**src/rtl/assert_macros.svh**
```systemverilog
// Assertion macros shared by the table RTL.
`ifndef ASSERT_MACROS_SVH
`define ASSERT_MACROS_SVH
// Implication checked on every clock edge outside reset.
`define ASSERT_IMPL(label, clk, rst_n, ante, cons, msg) \
    label: assert property (@(posedge clk) disable iff (!rst_n) (ante) |-> (cons)) \
        else $error(msg);
// Implication whose consequent is checked in the cycle after the antecedent.
`define ASSERT_NEXT(label, clk, rst_n, ante, cons, msg) \
    label: assert property (@(posedge clk) disable iff (!rst_n) (ante) |=> (cons)) \
        else $error(msg);
`endif

```
**src/rtl/ukrt_ram.sv**
```systemverilog
// Generic single-port RAM with registered read data.
module ukrt_ram #(
    parameter int Width = 8,
    parameter int Depth = 16
) (
    input  logic                     i_clk,
    input  logic                     i_we,
    input  logic [$clog2(Depth)-1:0] i_addr,
    input  logic [Width-1:0]         i_wdata,
    output logic [Width-1:0]         o_rdata
);
    logic [Width-1:0] r_mem [Depth];

    always_ff @(posedge i_clk) begin
        if (i_we) begin
            r_mem[i_addr] <= i_wdata;
        end
        o_rdata <= r_mem[i_addr];
    end
endmodule

```
**config.mk**
```make
export PLATFORM = sky130hd
export DESIGN_NAME = ukrt_ram
export DESIGN_NICKNAME = d
export VERILOG_FILES = /design/src/rtl/assert_macros.svh /design/src/rtl/ukrt_ram.sv
export SDC_FILE = /design/constraint.sdc
export NUM_CORES = 1
export LEC_CHECK = 0
export CORE_MARGIN = 5
export CORE_UTILIZATION = 41
export DETAILED_ROUTE_END_ITERATION = 8
export DONT_BUFFER_PORTS = 1
export GPL_TIMING_DRIVEN = 0
export PLACE_DENSITY = 0.57
export SLEW_MARGIN = 0
export SYNTH_ARGS = -nofsm -noshare
export SYNTH_HDL_FRONTEND = slang
export SYNTH_SLANG_ARGS = --single-unit
```
**constraint.sdc**
```tcl
create_clock -name i_clk -period 5.85 [get_ports i_clk]
set_input_delay 1.17 -clock i_clk [delete_from_list [all_inputs] [get_ports i_clk]]
set_output_delay 1.17 -clock i_clk [all_outputs]
set_load 0.02 [all_outputs]
```
Word-level counts from Yosys, hierarchy flattened. Memory sizes are Yosys's and may differ from the RTL's. A register that Yosys moved wholly into a read port is not among the register bits. Index checks and enable logic that the tools add are counted. W data, S select, Z words.

Memories: 1. RAM bits: 128. Logic and storage cells: 3. Input port bits: 14. Output and inout bits: 8. Register bits after elaboration: 0.

Memory list: r_mem (words 16, width 8, read ports 1, clocked after Yosys merged registers in 1, write ports 1, RTL line ukrt_ram.sv:12) `logic [Width-1:0] r_mem [Depth];`.

Muxes and demuxes: 2.

Operator list (number): $mux W1 (2).

Depth between registers and ports, before layout.
Depth after elaboration: 2. Mapped depth: 5. Depth with buffers taken out: 3.

Worst setup path before layout. OpenSTA, ideal clock, no wires.

Kind: input -> register. From: input port i_addr[2]. To: memory r_mem[0][0] (enable). Stages: 2. Required time: 5.467 ns. Setup time: 0.383 ns. Path buffers: 0. Setup slack: 3.187 ns. Arrival: 2.280 ns. Cell sequence: or3b_2 -> nor3_1.

RTL lines: from (decl) (RTL line ukrt_ram.sv:8) `input logic [$clog2(Depth)-1:0] i_addr,`; to (decl) (RTL line ukrt_ram.sv:12).

Straight into the memory's write port.

Worst setup path after layout.
From: input port i_addr[1]. To: memory r_mem[2][3] (enable).

Straight into the memory's write port.

==> key figures <==
Status
  – Status: finished, final reports clean

Yosys
  – Synth Instances: 230
  – Synth area leader: edfxtp_1
  – Synth top area share: 0.759
  – Synth Cell Area: 5070 um^2
  – Top post-synthesis cells by area: edfxtp_1, mux4_2, dfxtp_1
  – Syn_area_per_cell: 22.0 um^2
  – Top-count cell post-synth: edfxtp_1
  – Cell variety after synth: 18
  – FF+latch count, synth: 136
  – Most used DFF post-synth: edfxtp_1
  – Syn Nets: 244
  – Synth warn: 0
  – Sequential cell area fraction in the yosys report: 0.790
  – FFs w/ async S/R, synth: 0
  – Post-synth top cells: edfxtp_1, mux4_2, a22oi_1
  – Post-synth EDFFs: 128

Final layout
  – Ratio of cells with drive above 1 in the final layout: 0.255
  – Area occupied by registers: 4000 um^2
  – Final Non-Filler Cells: 431
  – Layout fillers: 966
  – Diodes inserted: 0
  – Area growth from synthesis to layout: 17.6%
  – Post-route cell area: 5960 um^2
  – Nets: 264
  – Area occupied by multi-input gates: 1000 um^2

Place
  – GPL Wtd Cong: 0.745
  – Dpl cell area: 5280 um^2
  – Placed Cells incl. Taps: 398
  – DP HPWL: 6240 um
  – IO Port Bufs: 0

Critical path
  – Crit path kind: in2reg
  – Delay-heaviest family, CP: simple AND/OR/NAND/NOR gates
  – Worst Path Required: 5.88 ns
  – Startpoint types: input pin
  – Crit end category: register
  – CP Cell Sequence: buf_2, buf_1, nand2b_1, nor2_1
  – Crit path DAT: 2.82 ns
  – Critical Path Slowest Stage Cell: nor2_1
  – Buf+Inv Stages, Crit Path: 2
  – Slowest stage delay, CP: 0.70 ns
  – R2R Setup Slk: 4.44 ns
  – Max FO, Critical Path: 10

Timing
  – Fmax: 358 MHz
  – Slew headroom: 0.142
  – Setup violations, final: 0
  – Clk_skew: 0.00555 ns
  – Setup_tns: 0 ns
  – Period utilization: 0.477
  – Max-slew violations: 0
  – RSZ-0062 raised after global routing: no
  – Worst-Margin Slew: 1.28 ns
  – Hold Fails Final Rpt: 0
  – Min Tclk post-route: 2.79 ns

Route
  – Drt first-iter violations: 230
  – Routed vias: 2,264
  – DR WL/cell: 23.0 um
  – ANT nets after route: 0
  – Vias/cell: 5.25
  – Drt pass-1 iters: 4
  – DRC: 0
  – Routed wire length: 9910 um

Global route
  – GRT Residual Overflow: 0
  – GRT Total Usage: 0.146
  – Initial antenna violation count: 0
  – Largest net degree at the start of global routing: 17
  – Global-route wire length before repair: 14,700 um
  – Vias in the first global route: 2,321

Floorplan
  – Core area: 12,100 um^2
  – # rows: 40
  – Die Y: 121 um
  – Die width: 121 um
  – Top Ports: 22
  – Die ar.: 14,700 um^2
  – Initial Utilization: 0.420

Min path
  – Hold Crit Class: reg2reg

Clock network
  – Cts-stage hold buffer count: 0
  – H-tree Lvls: 4
  – Clk Latency, worst-skew pair: 0.41 ns
  – TritonCTS clock tree: built
  – Setup Buffers After CTS: 0
  – Longest Clk Path Bufs: 2
  – Clock transition at path regs: 0.05 ns
  – CTS Buf Count: 17
  – CTS-repair resized insts: 0
  – Clk root buf: clkbuf_16
  – CTS sink count: 136

Power and ir drop
  – P_leak: 1.90 nW
  – Power per cell area: 400 nW/um^2
  – Max rail drop VDD: 199 uV

Flow run
  – Max Cap Viol: 0
[logic make-up after synthesis]
logic type	synth area share
compound gates	0.0237
buf+inv	0.0119
flops	0.790
mux	0.142
simple gates	0.0321
[where the power goes]
part	total, mW	leakage (nW)	internal [mW]	switching (mW)
registers	1.10	1.22	1.09	0.0142
clock network	1.20	0.328	0.832	0.368
logic	0.0754	0.345	0.0344	0.0410
[path summary, 6_finish.rpt]
kind,start,to,depth (start not counted)
max reg2reg,r_mem[7][3],o_rdata[3],3
min,r_mem[11][5],o_rdata[5],3
min reg2reg,r_mem[11][5],o_rdata[5],3
max,i_addr[1],r_mem[2][3],4
[per-stage QoR]
stage	utilization	hold WS, ns	worst slack (ns)	power [mW]
floorplan	-	0.635	3.19	1.18
global placement	0.438	0.673	2.59	1.20
detailed placement	0.438	0.681	2.60	1.20
CTS	0.493	0.691	3.03	2.39
global route	0.494	0.725	2.96	2.45
finish	0.494	0.685	3.06	2.38
[sequential cells by signal, summed over array words and instances (netlist names)]
signal	count
o_rdata	8
r_mem	128
[final cells by class]
type                    count  area share
plain buffers              11      0.0101
clock buffers              24      0.0809
clock inverters             8      0.0319
multi-input cells          83       0.168
flip-flops and latches    136       0.672
well taps                 168      0.0353
repair buffers              1     0.00126
[routing by layer]
| layer | routed length (um) | vias up | GRT usage |
|---|---|---|---|
| met5 | 0 | - | 0 |
| met4 | 152 | 0 | 0.0672 |
| met3 | 581 | 14 | 0.0382 |
| met2 | 4900 | 51 | 0.224 |
| met1 | 4270 | 1203 | 0.196 |
| li1 | - | 996 | - |
[placed cells by master, fill, tap and decap left out]
master | Yosys | final
mux4_2 | 32 | 32
edfxtp_1 | 128 | 128
clkbuf_2 | 1 | 1
buf_1 | 4 | 4
nand2_1 | 9 | 9
buf_6 | 2 | 2
buf_2 | 2 | 2
clkbuf_1 | 2 | 6
clkbuf_4 | 0 | 1
clkbuf_16 | 0 | 17
and2_1 | 1 | 1
a22oi_1 | 16 | 16
nor2b_1 | 2 | 2
bufinv_16 | 0 | 6
nand3b_1 | 2 | 2
clkinv_2 | 0 | 2
nand3_1 | 1 | 1
nand2b_1 | 2 | 2
nor2_1 | 13 | 13
or3b_2 | 1 | 1
clkbuf_8 | 0 | 3
nor3_1 | 4 | 4
dfxtp_1 | 8 | 8
[worst reg2reg max path, delay by kind of cell, from the launching register on]
family          cells  cell delay (ns)
simple gates        1             0.12
flops               1             0.36
compound gates      1             0.30
mux                 1             0.51
Power figures use the tool's default switching activity.
